**src/design/llr_pkg.sv**
```systemverilog
// Shared types, constants and codes of the looping linear resampler.
// No dependencies; llr_if, llr_regs, llr_dp, llr_ctrl and the top import it.
package llr_pkg;

  localparam int SAMPLE_DEPTH_DEF = 65536;
  localparam int SAMPLE_BITS      = 16;
  localparam int FRAC_BITS        = 16;
  localparam int WEIGHT_BITS      = 16;
  localparam int POS_W            = 34;
  localparam int ADDR_IN_W        = 16;
  localparam int RATIO_W          = 24;
  localparam int LEN_IN_W         = 17;
  localparam int CFG_ADDR_W       = 5;

  localparam logic [1:0] ACT_LOAD = 2'd0;
  localparam logic [1:0] ACT_SEEK = 2'd1;
  localparam logic [1:0] ACT_PULL = 2'd2;
  localparam logic [1:0] ACT_NOP  = 2'd3;

  localparam logic [2:0] REG_RATIO  = 3'd0;
  localparam logic [2:0] REG_LOOPON = 3'd1;
  localparam logic [2:0] REG_LBEGIN = 3'd2;
  localparam logic [2:0] REG_LFIN   = 3'd3;
  localparam logic [2:0] REG_FADE   = 3'd4;
  localparam logic [2:0] REG_SRCLEN = 3'd5;

  typedef struct packed {
    logic signed [RATIO_W-1:0] rate_ratio;
    logic                      loop_on;
    logic [31:0]               loop_begin;
    logic [31:0]               loop_finish;
    logic [31:0]               fade_length;
    logic [LEN_IN_W-1:0]       source_length;
  } cfg_t;

  typedef struct packed {
    logic accept;
    logic wrap;
    logic check;
    logic rd_sel;
    logic cap_a;
    logic mul;
    logic lerp;
    logic pass;
    logic div_step;
    logic load_wp;
    logic mixm;
    logic mixa;
    logic emit;
  } cmd_t;

  typedef struct packed {
    logic oob;
    logic fade_hit;
    logic div_last;
    logic wp_ok;
  } status_t;

endpackage

```
**src/design/llr_ctrl.sv**
```systemverilog
// Controller state machine that sequences loads, seeks and pulls.
// Depends on llr_pkg; drives llr_dp through cmd_t, reads status_t.
module llr_ctrl import llr_pkg::*; (
  input  logic       clk,
  input  logic       rst_n,
  input  logic       in_valid,
  output logic       in_ready,
  input  logic [1:0] in_action,
  output logic       out_valid,
  input  logic       out_ready,
  input  status_t    st,
  output cmd_t       cmd
);

  localparam logic [3:0] S_IDLE  = 4'd0;
  localparam logic [3:0] S_WRAP  = 4'd1;
  localparam logic [3:0] S_CHECK = 4'd2;
  localparam logic [3:0] S_RD0   = 4'd3;
  localparam logic [3:0] S_RD1   = 4'd4;
  localparam logic [3:0] S_MUL   = 4'd5;
  localparam logic [3:0] S_LERP  = 4'd6;
  localparam logic [3:0] S_DIV   = 4'd7;
  localparam logic [3:0] S_MIXM  = 4'd8;
  localparam logic [3:0] S_MIXA  = 4'd9;
  localparam logic [3:0] S_OUT   = 4'd10;

  logic [3:0] state_r, state_nxt;
  logic       pass_r, pass_nxt;
  logic       out_valid_r, out_valid_nxt;
  logic       accept;

  assign in_ready  = (state_r == S_IDLE);
  assign accept    = in_valid && in_ready;
  assign out_valid = out_valid_r;

  always_comb begin
    state_nxt     = state_r;
    pass_nxt      = pass_r;
    cmd           = '0;
    cmd.pass      = pass_r;
    cmd.accept    = accept;
    out_valid_nxt = out_valid_r && !out_ready;
    unique case (state_r)
      S_IDLE: begin
        if (accept) begin
          state_nxt = (in_action == ACT_PULL) ? S_WRAP : S_OUT;
        end
      end
      S_WRAP: begin
        cmd.wrap  = 1'b1;
        state_nxt = S_CHECK;
      end
      S_CHECK: begin
        cmd.check = 1'b1;
        pass_nxt  = 1'b0;
        state_nxt = st.oob ? S_OUT : S_RD0;
      end
      S_RD0: begin
        state_nxt = S_RD1;
      end
      S_RD1: begin
        cmd.rd_sel = 1'b1;
        cmd.cap_a  = 1'b1;
        state_nxt  = S_MUL;
      end
      S_MUL: begin
        cmd.mul   = 1'b1;
        state_nxt = S_LERP;
      end
      S_LERP: begin
        cmd.lerp = 1'b1;
        if (pass_r) begin
          state_nxt = S_MIXM;
        end else begin
          state_nxt = st.fade_hit ? S_DIV : S_OUT;
        end
      end
      S_DIV: begin
        cmd.div_step = 1'b1;
        if (st.div_last) begin
          if (st.wp_ok) begin
            cmd.load_wp = 1'b1;
            pass_nxt    = 1'b1;
            state_nxt   = S_RD0;
          end else begin
            state_nxt = S_OUT;
          end
        end
      end
      S_MIXM: begin
        cmd.mixm  = 1'b1;
        state_nxt = S_MIXA;
      end
      S_MIXA: begin
        cmd.mixa  = 1'b1;
        state_nxt = S_OUT;
      end
      S_OUT: begin
        // hold until the output register is free
        if (!out_valid_r || out_ready) begin
          cmd.emit      = 1'b1;
          out_valid_nxt = 1'b1;
          state_nxt     = S_IDLE;
        end
      end
      default: begin
        state_nxt = S_IDLE;
      end
    endcase
  end

  always_ff @(posedge clk) begin
    if (!rst_n) begin
      state_r     <= S_IDLE;
      pass_r      <= 1'b0;
      out_valid_r <= 1'b0;
    end else begin
      state_r     <= state_nxt;
      pass_r      <= pass_nxt;
      out_valid_r <= out_valid_nxt;
    end
  end

  a_pull_wraps: assert property (@(posedge clk) disable iff (!rst_n)
    accept && (in_action == ACT_PULL) |=> state_r == S_WRAP)
    else $error("pull did not start with the loop wrap");

  a_oob_ends: assert property (@(posedge clk) disable iff (!rst_n)
    (state_r == S_CHECK) && st.oob |=> state_r == S_OUT)
    else $error("out-of-range pull went on to fetch samples");

  a_mix_second_pass: assert property (@(posedge clk) disable iff (!rst_n)
    (state_r == S_MIXM) |-> pass_r)
    else $error("mix without wrapped-signal fetch");

  a_no_overwrite: assert property (@(posedge clk) disable iff (!rst_n)
    out_valid_r && !out_ready |-> !cmd.emit)
    else $error("result overwritten before transfer");

endmodule

```
**config.mk**
```make
export PLATFORM = sky130hd
export DESIGN_NAME = llr_ctrl
export DESIGN_NICKNAME = d
export VERILOG_FILES = /design/src/design/llr_pkg.sv /design/src/design/llr_ctrl.sv
export SDC_FILE = /design/constraint.sdc
export NUM_CORES = 1
export LEC_CHECK = 0
export BUFFER_PORTS_ARGS = -buffer_cell sky130_fd_sc_hd__buf_2
export CAP_MARGIN = 30
export CELL_PAD_IN_SITES_DETAIL_PLACEMENT = 0
export CELL_PAD_IN_SITES_GLOBAL_PLACEMENT = 1
export CORE_MARGIN = 3
export CORE_UTILIZATION = 30
export DETAILED_ROUTE_END_ITERATION = 6
export MAX_ROUTING_LAYER = met4
export PLACE_DENSITY_LB_ADDON = 0.1
export SYNTH_ARGS = -nofsm -noshare
export SYNTH_HDL_FRONTEND = slang
export SYNTH_SLANG_ARGS = --single-unit
```
**constraint.sdc**
```tcl
create_clock -name clk -period 1.8 [get_ports clk]
set_input_delay 0.36 -clock clk [delete_from_list [all_inputs] [get_ports clk]]
set_output_delay 0.36 -clock clk [all_outputs]
set_load 0.05 [all_outputs]
```
**Word-level counts from Yosys, hierarchy flattened**

Cells that the tools add are included.

- Eq/ne operators: 15
- Multiplexer cells: 26
- Reductions and logical operators: 9

Operators by type and width:

| cell | count |
|---|---|
| one-hot mux 4 bit (11 select lines) | 1 |
| two-way mux 4 bit | 8 |
| equality test 4 x 3 -> 1 bit (second input constant) | 4 |
| two-way mux 1 bit | 14 |
| equality test 4 bit (second input constant) | 3 |
| equality test 4 x 2 -> 1 bit (second input constant) | 2 |
| != test 2 bit (second input constant) | 3 |
| AND reduction 3 bit | 2 |
| equality test 4 x 1 -> 1 bit (second input constant) | 1 |
| logical NOT 4 bit | 1 |
| two-way mux 2 bit | 2 |
| equality test 2 bit (second input constant) | 1 |
| logical AND 1 bit | 2 |
| logical NOT 1 bit | 2 |
| != test 2 x 1 -> 1 bit (second input constant) | 1 |
| one-hot mux 1 bit (2 select lines) | 1 |
| nonzero test 2 bit | 1 |
| logical OR 1 bit | 1 |

- Bits in registers: 6
- Input bits: 10
- Output and inout bits: 15
- Word-level logic and storage cells: 53

**Longest topological paths before layout**

- Depth in word-level cells: 4
- Gate-level depth with buffers: 6
- Mapped depth without buffers: 4

**Worst setup path after synthesis**

OpenSTA, ideal clock, no wires.

- Path type: register -> output
- Start: register out_valid_r (netlist: out_valid)
- End: output port cmd[0] (netlist bit)
- Arrival time: 2.147 ns
- Data required time: 1.440 ns
- Path slack: -0.707 ns
- Stages on the path, launching flop included: 3
- Path buffers: 0
- Cells stage by stage: dfxtp_1 -> nor2b_1 -> nor4_1

RTL lines:

| item | line | source |
|---|---|---|
| start: declaration | llr_ctrl.sv:29 | `logic out_valid_r, out_valid_nxt;` |
| start signal: assignment | llr_ctrl.sv:120 | `out_valid_r <= out_valid_nxt;` |
| end: declaration | llr_ctrl.sv:12 | `output cmd_t cmd` |

==> impl_metrics.ini <==
[cts]
cts_tree = yes
hold_buffers = 0
insertion_delay_ns = 0.24
clock_path_buffers = 2
numCtsBuffers = 3
cts.reportedPaths.clkPinSlew_ns = 0.04
cts.sinks = 6
cts_max_level = 1
cts_root_buf = clkbuf_4

[worst_setup_path]
critPathCaptureType = output pin
crit_chain = or4_4, clkinvlp_4, and2_4, buf_8
worst_r2r_path_depth = 4
cp-start-kind = register
critPathRequiredTime_ns = 1.44
crit_arrival_ns = 1.46
cp_max_fo = 3
cp_slowest_cell = or4_4
max_stage_delay_ns = 0.55
worstSetupPathType = register to output pin

[timing]
holdWs_ns = 0.4096
worst_pin_slew_ns = 0.3526
setup_slack_ns = -0.02203
fin_crit_ns = 1.822
slew_headroom_pct = 75.89
post-route-period-util_pct = 101.2
setup_viol = 2
max_freq_mhz = 548.8
drv_slew = 0
fin_skew_ns = 0.004349
finalHoldViolCount = 0
rsz0062_at_grt = true

[routing]
wl_mm = 1.529
drtIter0Drc = 17
drt-pass1-iter-count = 4
drc = 0
vias = 617
wire_per_inst_um = 12.53
vias_per_cell = 5.057
ant_nets = 0

[synth]
synth_top_cell_area_share_pct = 22.54
syn_area_um2 = 533.0
synth_flop_cell = dfxtp_1
ys_types = 30
synth_xor_area_share_pct = 1.643
synth_common_cells = 10 x nor3_1, 6 x dfxtp_1, 6 x nand2b_1
synth_top_family_by_area = simple AND/OR/NAND/NOR gates
synth-edff-count = 0
synth_nets = 82
synthTopCellsByArea = dfxtp_1 23%, nor3_1 9.4%, nand2b_1 7.0%
synth_simple_gate_area_share_pct = 35.21
synth_compound_area_share_pct = 24.18
syn_area_per_cell_um2 = 7.403
ys_seq_elements = 6
synthCells = 72
ys_seq_area_share_pct = 22.54
ys_warn_count = 0
synth_fa_ha_area_share_pct = 0
synth_mux_area_share_pct = 2.113
async_flop_share_pct = 0
synth_most_common_cell = nor3_1
synth_area_leader_cell = dfxtp_1

[layout]
antenna_cells = 0
drive_above_1_share_pct = 55.10
n_fill_cell = 163
nets = 110
fin_util_pct = 51.33
stdcell_count = 122
syn_to_final_growth_pct = 53.52

[global_routing]
grt_usage_pct = 14.61
antenna_found_initial = 0
grt_pass1_wl_mm = 2.339
gr-total-overflow = 0
grt_max_degree = 16
grt_pass1_vias = 513

[place]
dp.cells = 117
numPortBuffers = 24
dp_hpwl_mm = 1.161
gp_congestion = 0.7677

[min_path]
hold_path.class = input port to register
whs_path_depth = 3

[flow_run]
cap_violations = 0

[outcome]
status = finished, violations left
failed_checks = negative setup slack

[die]
floorplan.rows = 14
die_area_um2 = 2318
core_um2 = 1594
pin_count = 25
die_y_um = 48.15
initial_utilization_pct = 33.44
die_x_um = 48.15

[power]
p_leak_nw = 0.3437
peakVddDrop_uv = 793.3
powerDensity_nw_per_um2 = 1564
## where the power goes
| group | total (mW) | internal [mW] | leakage (nW) | switching (mW) |
|---|---|---|---|---|
| Combinational | 0.970 | 0.381 | 0.281 | 0.589 |
| Sequential | 0.187 | 0.167 | 0.0493 | 0.0198 |
| Clock | 0.123 | 0.0754 | 0.0138 | 0.0475 |
## sequential cells by signal, indices dropped and copies added (netlist names)
register,flops
state_r,4
out_valid,1
pass_r,1
## layout make-up
cell class,instances,area (um^2),share of cell area [%]
multi-input cells,53,397.9,48.62
clock buffers,3,22.52,2.752
well taps,24,30.03,3.670
repair buffers,33,231.5,28.29
inverters,3,15.01,1.835
flip-flops and latches,6,121.4,14.83
## cells by family (layout without fill, tap and decap cells)
group,count (synthesis),count (layout)
compound gates,17,17
simple gates,34,34
mux,1,1
xor+xnor,1,1
buf+inv,13,39
flops,6,6
## per-stage QoR
stage	power, mW	setup WS [ns]	area [um^2]	setup TNS [ns]
3_3_place_gp	1.018	0.1204	714.4	0
2_1_floorplan	0.8719	-0.1575	584.3	-0.1841
5_1_grt	1.360	-0.06099	818.3	-0.1106
4_1_cts	1.214	-0.03750	774.5	-0.07908
3_5_place_dp	1.021	0.1060	714.4	0
6_report	1.280	-0.02203	818.3	-0.02777
## worst paths after layout
check | start | endpoint | slack (ns)
worst min-delay path | rst_n | state_r[3] | 0.41
worst min register to register | pass_r | pass_r | 0.58
worst max-delay path | state_r[1] | cmd[12] | -0.02
worst max register to register | state_r[1] | state_r[1] | 0.32
## cells in the final DEF, fill, tap and decap left out, types with 2 or more instances in the layout
cell type / instances
nor2b_1: 3
dfxtp_1: 5
nor2_2: 2
buf_2: 17
nor2_1: 3
buf_4: 10
nor3_1: 5
nand2_1: 2
nor3_2: 3
a21oi_1: 4
nand3_1: 2
o22ai_1: 2
inv_1: 2
buf_6: 5
nor3_4: 2
clkbuf_4: 3
a31oi_1: 2
o21ai_0: 2
nand2b_1: 5
## worst max-delay path: cells and delay by family (launching register included)
kind	cells	cell delay (ns)
simple gates	2	0.69
flops	1	0.31
buf+inv	2	0.23
## metal layers
layer	part of all wire, %	wire length (um)	track usage [%]
met1	46	706	21.41
met2	48	738	19.53
met3	4.8	73	3.321
met4	0.65	10	4.301
met5	0	0	-
## timing repair
action,4_1_cts,5_1_grt
setup buffers,1,1
resized for setup,10,12
setup endpoints to repair,6,9
endpoints found under the hold margin,0,0
pin swaps,1,3
(Power assumes the default switching activity.)
