--- config.mk ---
export PLATFORM = sky130hd
export DESIGN_NAME = llr_regs
export DESIGN_NICKNAME = d
export VERILOG_FILES = /design/src/design/llr_pkg.sv /design/src/design/llr_regs.sv
export SDC_FILE = /design/constraint.sdc
export NUM_CORES = 1
export LEC_CHECK = 0
export BUFFER_PORTS_ARGS = -buffer_cell sky130_fd_sc_hd__buf_2
export CORE_MARGIN = 4
export CORE_UTILIZATION = 50
export CTS_BUF_LIST = sky130_fd_sc_hd__clkbuf_8 sky130_fd_sc_hd__clkbuf_16
export DETAILED_ROUTE_END_ITERATION = 10
export GPL_ROUTABILITY_DRIVEN = 0
export PLACE_DENSITY = 0.9
export SKIP_LAST_GASP = 1
export SYNTH_ARGS = -nofsm -noshare
export SYNTH_HDL_FRONTEND = slang
export SYNTH_SLANG_ARGS = --single-unit
--- constraint.sdc ---
create_clock -name clk -period 1.74 [get_ports clk]
set_input_delay 0.261 -clock clk [delete_from_list [all_inputs] [get_ports clk]]
set_output_delay 0.261 -clock clk [all_outputs]
set_load 0.03 [all_outputs]
--- src/design/llr_pkg.sv ---
// Shared types, constants and codes of the looping linear resampler.
// No dependencies; llr_if, llr_regs, llr_dp, llr_ctrl and the top import it.
package llr_pkg;

  localparam int SAMPLE_DEPTH_DEF = 65536;
  localparam int SAMPLE_BITS      = 16;
  localparam int FRAC_BITS        = 16;
  localparam int WEIGHT_BITS      = 16;
  localparam int POS_W            = 34;
  localparam int ADDR_IN_W        = 16;
  localparam int RATIO_W          = 24;
  localparam int LEN_IN_W         = 17;
  localparam int CFG_ADDR_W       = 5;

  localparam logic [1:0] ACT_LOAD = 2'd0;
  localparam logic [1:0] ACT_SEEK = 2'd1;
  localparam logic [1:0] ACT_PULL = 2'd2;
  localparam logic [1:0] ACT_NOP  = 2'd3;

  localparam logic [2:0] REG_RATIO  = 3'd0;
  localparam logic [2:0] REG_LOOPON = 3'd1;
  localparam logic [2:0] REG_LBEGIN = 3'd2;
  localparam logic [2:0] REG_LFIN   = 3'd3;
  localparam logic [2:0] REG_FADE   = 3'd4;
  localparam logic [2:0] REG_SRCLEN = 3'd5;

  typedef struct packed {
    logic signed [RATIO_W-1:0] rate_ratio;
    logic                      loop_on;
    logic [31:0]               loop_begin;
    logic [31:0]               loop_finish;
    logic [31:0]               fade_length;
    logic [LEN_IN_W-1:0]       source_length;
  } cfg_t;

  typedef struct packed {
    logic accept;
    logic wrap;
    logic check;
    logic rd_sel;
    logic cap_a;
    logic mul;
    logic lerp;
    logic pass;
    logic div_step;
    logic load_wp;
    logic mixm;
    logic mixa;
    logic emit;
  } cmd_t;

  typedef struct packed {
    logic oob;
    logic fade_hit;
    logic div_last;
    logic wp_ok;
  } status_t;

endpackage

--- src/design/llr_regs.sv ---
// APB configuration registers of the resampler.
// Depends on llr_pkg for cfg_t and register indexes.
module llr_regs import llr_pkg::*; (
  input  logic                  clk,
  input  logic                  rst_n,
  input  logic                  psel,
  input  logic                  penable,
  input  logic                  pwrite,
  input  logic [CFG_ADDR_W-1:0] paddr,
  input  logic [31:0]           pwdata,
  output logic [31:0]           prdata,
  output logic                  pready,
  output cfg_t                  cfg
);

  cfg_t       cfg_r;
  logic [2:0] idx;

  assign idx    = paddr[4:2];
  assign pready = 1'b1;
  assign cfg    = cfg_r;

  always_ff @(posedge clk) begin
    if (!rst_n) begin
      cfg_r.rate_ratio    <= RATIO_W'(65536);
      cfg_r.loop_on       <= 1'b0;
      cfg_r.loop_begin    <= '0;
      cfg_r.loop_finish   <= '0;
      cfg_r.fade_length   <= '0;
      cfg_r.source_length <= '0;
    end else if (psel && penable && pwrite) begin
      unique case (idx)
        REG_RATIO:  cfg_r.rate_ratio    <= $signed(pwdata[RATIO_W-1:0]);
        REG_LOOPON: cfg_r.loop_on       <= pwdata[0];
        REG_LBEGIN: cfg_r.loop_begin    <= pwdata;
        REG_LFIN:   cfg_r.loop_finish   <= pwdata;
        REG_FADE:   cfg_r.fade_length   <= pwdata;
        REG_SRCLEN: cfg_r.source_length <= pwdata[LEN_IN_W-1:0];
        default: ;
      endcase
    end
  end

  always_comb begin
    unique case (idx)
      REG_RATIO:  prdata = 32'(unsigned'(cfg_r.rate_ratio));
      REG_LOOPON: prdata = 32'(cfg_r.loop_on);
      REG_LBEGIN: prdata = cfg_r.loop_begin;
      REG_LFIN:   prdata = cfg_r.loop_finish;
      REG_FADE:   prdata = cfg_r.fade_length;
      REG_SRCLEN: prdata = 32'(cfg_r.source_length);
      default:    prdata = '0;
    endcase
  end

endmodule

# Yosys cells after proc, flatten, opt, wreduce, memory -nomap -nowiden
# Cells that the tools add are included.
# classes
eq_ne	5
reduce_logical	9
n_mux	1
# ops
operator	count
$pmux W32 S6	1
$reduce_and A2 Y1	6
$eq A3 B2 Y1 const B	2
$eq A3 B3 Y1 const B	2
$eq A3 B1 Y1 const B	1
$logic_not A3 Y1	1
$logic_and A1 B1 Y1	2
# totals
input_bits	42
out_inout_bits	171
reg_bits	138
word_cells	21

# Depth between registers and ports, before layout
# Gate-level depths: netlist of run 1.
# logic_depth
word_depth	3
depth_mapped	6
mapped_depth_nobuf	3

# Worst setup path after synthesis of run 1
# Ideal clock, no wire load.
# synth_path
kind	input to output
from	input paddr[2]
to	output prdata[18]
cell_stages	5
arrival_time_ns	1.571
path_buffers	2
setup_slack_ns	-0.092
path_cell_list	buf_2 > and2_1 > clkbuf_1 > a2bb2oi_1 > o21ai_0
# synth_via
elab_chain_cells	2
# synth_lines
item	line_no	source
start: declaration	llr_regs.sv:9	input logic [CFG_ADDR_W-1:0] paddr,
$eq A3 B3 Y1 (tied with other cells)	llr_regs.sv:45	unique case (idx)
$pmux W32 S6 *	llr_regs.sv:45	
end: declaration	llr_regs.sv:11	output logic [31:0] prdata,
# Mark *: on every way between the ends. The rest lies on a longest branch, timed or not.

# Worst setup path after layout of run 1
# layout_path
from	register cfg_r (netlist bit cfg[114])
to	output prdata[0]
# layout_via
elab_chain_cells	1
# layout_lines
item	line_no	source
start: declaration	llr_regs.sv:16	cfg_t cfg_r;
$pmux W32 S6	llr_regs.sv:45	
# No other way between the ends.

==> results of run 1 <==
-- final timing paths --
kind	startpoint	to	slack, ns	cells past startpoint
setup / recovery	cfg[114]$_SDFFE_PN0P_	prdata[0]	-0.03	4
hold / removal	pwdata[16]	cfg[130]$_SDFFE_PN1P_	0.15	3
setup reg to reg	cfg[49]$_SDFFE_PN0P_	cfg[49]$_SDFFE_PN0P_	1.05	3
hold reg to reg	cfg[28]$_SDFFE_PN0P_	cfg[28]$_SDFFE_PN0P_	0.46	2
-- metrics by stage --
| stage | TNS [ns] | setup WS [ns] | instances |
|---|---|---|---|
| floorplan | -0.1463 | -0.04878 | 611 |
| global placement | -0.01649 | -0.008929 | 955 |
| detailed placement | -0.06540 | -0.04090 | 955 |
| CTS | -0.05198 | -0.05198 | 988 |
| global route | -0.1846 | -0.07873 | 989 |
| finish | -0.03339 | -0.03339 | 989 |
-- final cells by class --
type | count | area, µm²
sequential | 138 | 2778
multi-input combinational | 423 | 3058
tap | 143 | 178.9
inverter | 2 | 7.507
clock inverter | 13 | 136.4
fill | 816 | 3294
timing repair buffer | 251 | 1659
clock buffer | 19 | 452.9
-- logic make-up after synthesis --
kind of cell / Yosys count / share of synthesized area, %
AND/OR/NAND/NOR: 194 / 13.43
multiplexers: 163 / 27.53
flip-flops: 138 / 46.26
AO/OA/AOI/OAI: 65 / 8.716
buffers and inverters: 50 / 4.002
other: 1 / 0.06279
-- timing repair --
action	in CTS	in global routing
gates cloned	0	0
setup endpoints to repair	9	18
hold buffers	0	0
pin swaps	1	4
buffers inserted	1	1
resized for setup	8	51
-- Yosys cell counts (2+ instances only) --
cell type  count  share of area, %
nor2b_1        2              0.21
a221o_1       16               2.7
clkbuf_1      23               1.4
dfxtp_1      138                46
inv_1          2              0.13
and2_1         2              0.21
nand2_1      177                11
nor2_2         3              0.31
o2bb2ai_1     16               2.3
o21ai_0        9              0.75
nand2b_1       2              0.21
nor3b_2        2              0.42
buf_4          8               1.0
o22ai_1        7              0.73
a22oi_1       12               1.5
mux2i_1      162                27
buf_2         17               1.4
-- layer usage --
metal  up-vias  routed length (µm)  track usage [%]
li1       2581                   -                -
met4         0                 482            12.84
met2       287                8805            43.25
met3        36                1632            7.352
met5         -                   0                0
met1      2586                7421            31.11
-- worst max-delay path, stage by stage (launching register included) --
cell	delay, ns
dfxtp_1	0.32
mux4_2	0.48
inv_2	0.08
o22ai_2	0.07
buf_6	0.15
-- where the power goes --
| group | leakage (µW) | internal, µW | switching (µW) |
|---|---|---|---|
| Sequential | 0.00112 | 3190 | 19.3 |
| Combinational | 0.00232 | 193 | 336 |
| Clock | 0.000309 | 2290 | 1300 |
| Total | 0.00375 | 5670 | 1660 |
==> flow_summary.toml, run 1 <==
[logic_synthesis]
synth_cell_types = 30
synth_area_um2 = 5972
async_flop_share_pct = 0
yosysSeqAreaShare_pct = 46.26
synth.net_count = 653
ys_ff_latch = 138
synth_ff_type = "dfxtp_1"
ys_warn_count = 0
synth_edf_count = 0
synthCells = 611
syn_avg_cell_area_um2 = 9.774

[sta]
hold_violations = 0
skew_ns = 0
fin_crit_ns = 1.773
finalSetupViolCount = 1
fmax_mhz = 563.9
slew_violations = 0
rsz0062_at_grt = "true"
fin_hold_ws_ns = 0.1455
period_share_pct = 101.9
setup_slack_ns = -0.03339

[finish]
n_antenna_cell = 0
largest_reg_flops = 138
design_area_um2 = 8270
area_growth_pct = 38.49
nNetsFinal = 875
layout_common_cells = "buf_2 (190), nand2_1 (177), mux2i_1 (162)"
fin_util_pct = 71.51
drive_above_1_share_pct = 37.83
layout_commonest_cell = "buf_2"

[grt]
grt_max_degree = 34
antenna_found_initial = 0
grt_pass1_vias = 5424
grt-ovfl-total = 0
grt_first_pass_wirelength_um = 27640
grt_usage_pct = 26.13

[die]
row_count = 39
initial_core_util_pct = 51.64
coreArea_um2 = 11560
die_x_um = 117.3
fp.dieH_um = 117.3
num_io_pins = 213
die_area_um2 = 13760

[worst_setup_path]
crit_path_end_kind = "output pin"
cp_data_arrival_time_ns = 1.51
critPathMaxFanout = 3
cp.required_ns = 1.48
worstSetupStartpointType = "flop"
crit_type = "reg -> out"

[clock_network]
cts_num_sinks = 138
cts_max_path_buffers = 2
clk_latency_ns = 0.41
cts_tree = "yes"
cts-htree-levels = 4
cts_buffers = 17
root_buffer = "clkbuf_16"
clkTransAtPathRegs_ns = 0.05

[detailed_routing]
drcViolationCount = 0
ant_nets = 0
wire_per_inst_um = 18.55
viasPerCell = 5.551
drt_iter0_drc = 366
drtPass1Iterations = 5
vias = 5490
wirelength_um = 18340

[hold_path]
hold_path_class = "in -> reg"

[run_status]
outcome = "finished, violations left"
violations = "setup timing"

[place]
place_area_um2 = 7552
dpl.hpwl_um = 12720
io_buffers = 209

[pwr]
power.density_nw_per_um2 = 885.5
vdd_ir_drop_max_mv = 0.5760
total_power_uw = 7324
p_leak_uw = 0.003751

[job]
max_cap_violations = 0
Power figures use the tool's default switching activity.
==> run 2: changes to the inputs <==
Settings changed: SKIP_LAST_GASP 1 to not set.
Clock period 1.74 ns to 1.95 ns, I/O delays scaled along.
==> flow_summary.toml, run 2 (synthesis results as in run 1) <==
[die]
initial_core_util_pct = 51.64
num_io_pins = 213
coreArea_um2 = 11560
die_x_um = 117.3
row_count = 39
die_area_um2 = 13760
fp.dieH_um = 117.3

[grt]
antenna_found_initial = 0
grt_usage_pct = 25.38
grt_pass1_vias = 5131
grt_first_pass_wirelength_um = 27040
grt_max_degree = 77
grt-ovfl-total = 0

[detailed_routing]
drcViolationCount = 0
drt_iter0_drc = 401
vias = 5434
wirelength_um = 17590
viasPerCell = 5.545
drtPass1Iterations = 5
wire_per_inst_um = 17.94
ant_nets = 0

[clock_network]
cts_max_path_buffers = 2
cts_resized = 0
clkTransAtPathRegs_ns = 0.06
postCtsSetupRepairBufs = 0
cts_buffers = 17
cts_num_sinks = 138
clk_latency_ns = 0.41
cts_tree = "yes"
cts-htree-levels = 4
cts_hold_repair.buffers = 0
root_buffer = "clkbuf_16"

[finish]
fin_util_pct = 68.96
largest_reg_flops = 138
nFillCells = 868
register_area_um2 = 2763
n_antenna_cell = 0
area_growth_pct = 33.54
multi_input_area_um2 = 2992
drive_above_1_share_pct = 33.93
layout_common_cells = "buf_2 (208), nand2_1 (177), mux2i_1 (162)"
final_cell_count_no_fill = 980
layout_commonest_cell = "buf_2"
nNetsFinal = 866

[worst_setup_path]
crit_type = "in -> out"
endpoint = "prdata[18]"
r2r_end = "cfg[10]$_SDFFE_PN0P_"
crit_path_end_kind = "output pin"
startpoint = "paddr[2]"
rr_worst_depth = 2
cp_data_arrival_time_ns = 1.53
reg2reg_slack_ns = 1.25
worstSetupStartpointType = "input pin"
regToRegStartpoint = "cfg[10]$_SDFFE_PN0P_"
critPathMaxFanout = 11
cp.required_ns = 1.66

[sta]
setup_slack_ns = 0.1262
slew_violations = 0
hold_violations = 0
rsz0062_at_grt = "false"
fmax_mhz = 548.3
finalSetupViolCount = 0
slew_headroom_pct = 64.67
fin_crit_ns = 1.824
finalSetupTns_ns = 0
period_share_pct = 93.53
skew_ns = 0
max_slew.worst_pin.slew_ns = 0.5299

[pwr]
p_seq_share_pct = 43.3
power.density_nw_per_um2 = 827.3
net-switching-power_uw = 1505
internal_power_uw = 5093
p_leak_uw = 0.003637
vdd_ir_drop_max_mv = 0.5271
power.clock.fraction_pct = 50.1
sw_frac_of_total_pct = 22.81
p_comb_share_pct = 6.6

[run_status]
outcome = "finished clean"

[place]
place_inst = 948
io_buffers = 209
dp_slack_ns = 0.1233
dpl.hpwl_um = 12120

[job]
max_cap_violations = 0

[hold_path]
hold_path_class = "in -> reg"
run 2: cell count changes in the layout (fill, tap and decap cells not counted), moves of 6 or more:
cell / previous run / this run
a221o_1: 6 / 16
a221o_2: 10 / 0
buf_12: 17 / 10
buf_2: 190 / 208
buf_4: 33 / 24
buf_6: 10 / 0
dfxtp_1: 126 / 138
dfxtp_2: 12 / 0
o21ai_0: 3 / 9
o21ai_1: 6 / 0
o22ai_1: 0 / 7
o22ai_2: 7 / 0
run 2: worst min path at each step:
stage / start / to / slack, ns / cells after the start
after floorplan: pwdata[16] / cfg[130]$_SDFFE_PN1P_ / 0.47 / 2
after global placement: cfg[88]$_SDFFE_PN0P_ / cfg[88]$_SDFFE_PN0P_ / 0.45 / 2
after detailed placement: cfg[49]$_SDFFE_PN0P_ / cfg[49]$_SDFFE_PN0P_ / 0.46 / 2
after CTS: pwdata[29] / cfg[110]$_SDFFE_PN0P_ / 0.17 / 3
after global routing: pwdata[29] / cfg[110]$_SDFFE_PN0P_ / 0.19 / 3
final: pwdata[30] / cfg[79]$_SDFFE_PN0P_ / 0.19 / 3
run 2: worst max-delay path, stage by stage:
cell and delay [ns]:
buf_2 0.28, and2_1 0.39, a2bb2oi_1 0.11, o21ai_0 0.22
buf_2 0.24
run 2: layout make-up:
type	count	share of cell area, %
clock buffers	20	5.852
inverters	2	0.09413
repair buffers	242	17.82
multi-input cells	423	37.51
flip-flops and latches	138	34.64
clock inverters	12	1.836
well taps	143	2.243
run 2: routing by layer:
metal	GRT usage, %	vias to the layer above	part of all wire (%)
met4	8.333	0	1.4
met3	7.044	26	8.7
met2	41.52	268	47
met1	32.42	2572	43
met5	0	-	0
li1	-	2568	-
run 2: power by group through the flow:
| stage | sequential, µW | combinational (µW) | clock, µW |
|---|---|---|---|
| 2_1_floorplan | 2960 | 214 | 0 |
| 3_3_place_gp | 2920 | 426 | 0 |
| 3_5_place_dp | 2920 | 434 | 0 |
| 4_1_cts | 2860 | 435 | 3350 |
| 5_1_grt | 2860 | 466 | 3460 |
| 6_report | 2860 | 435 | 3300 |
run 2: through the flow:
stage | power, µW | instance area [µm²] | hold slack, ns
after global routing | 6789 | 7975 | 0.1915
final | 6598 | 7975 | 0.1855
after global placement | 3345 | 7362 | 0.4520
after detailed placement | 3353 | 7362 | 0.4598
after CTS | 6641 | 7975 | 0.1671
after floorplan | 3172 | 5972 | 0.4652
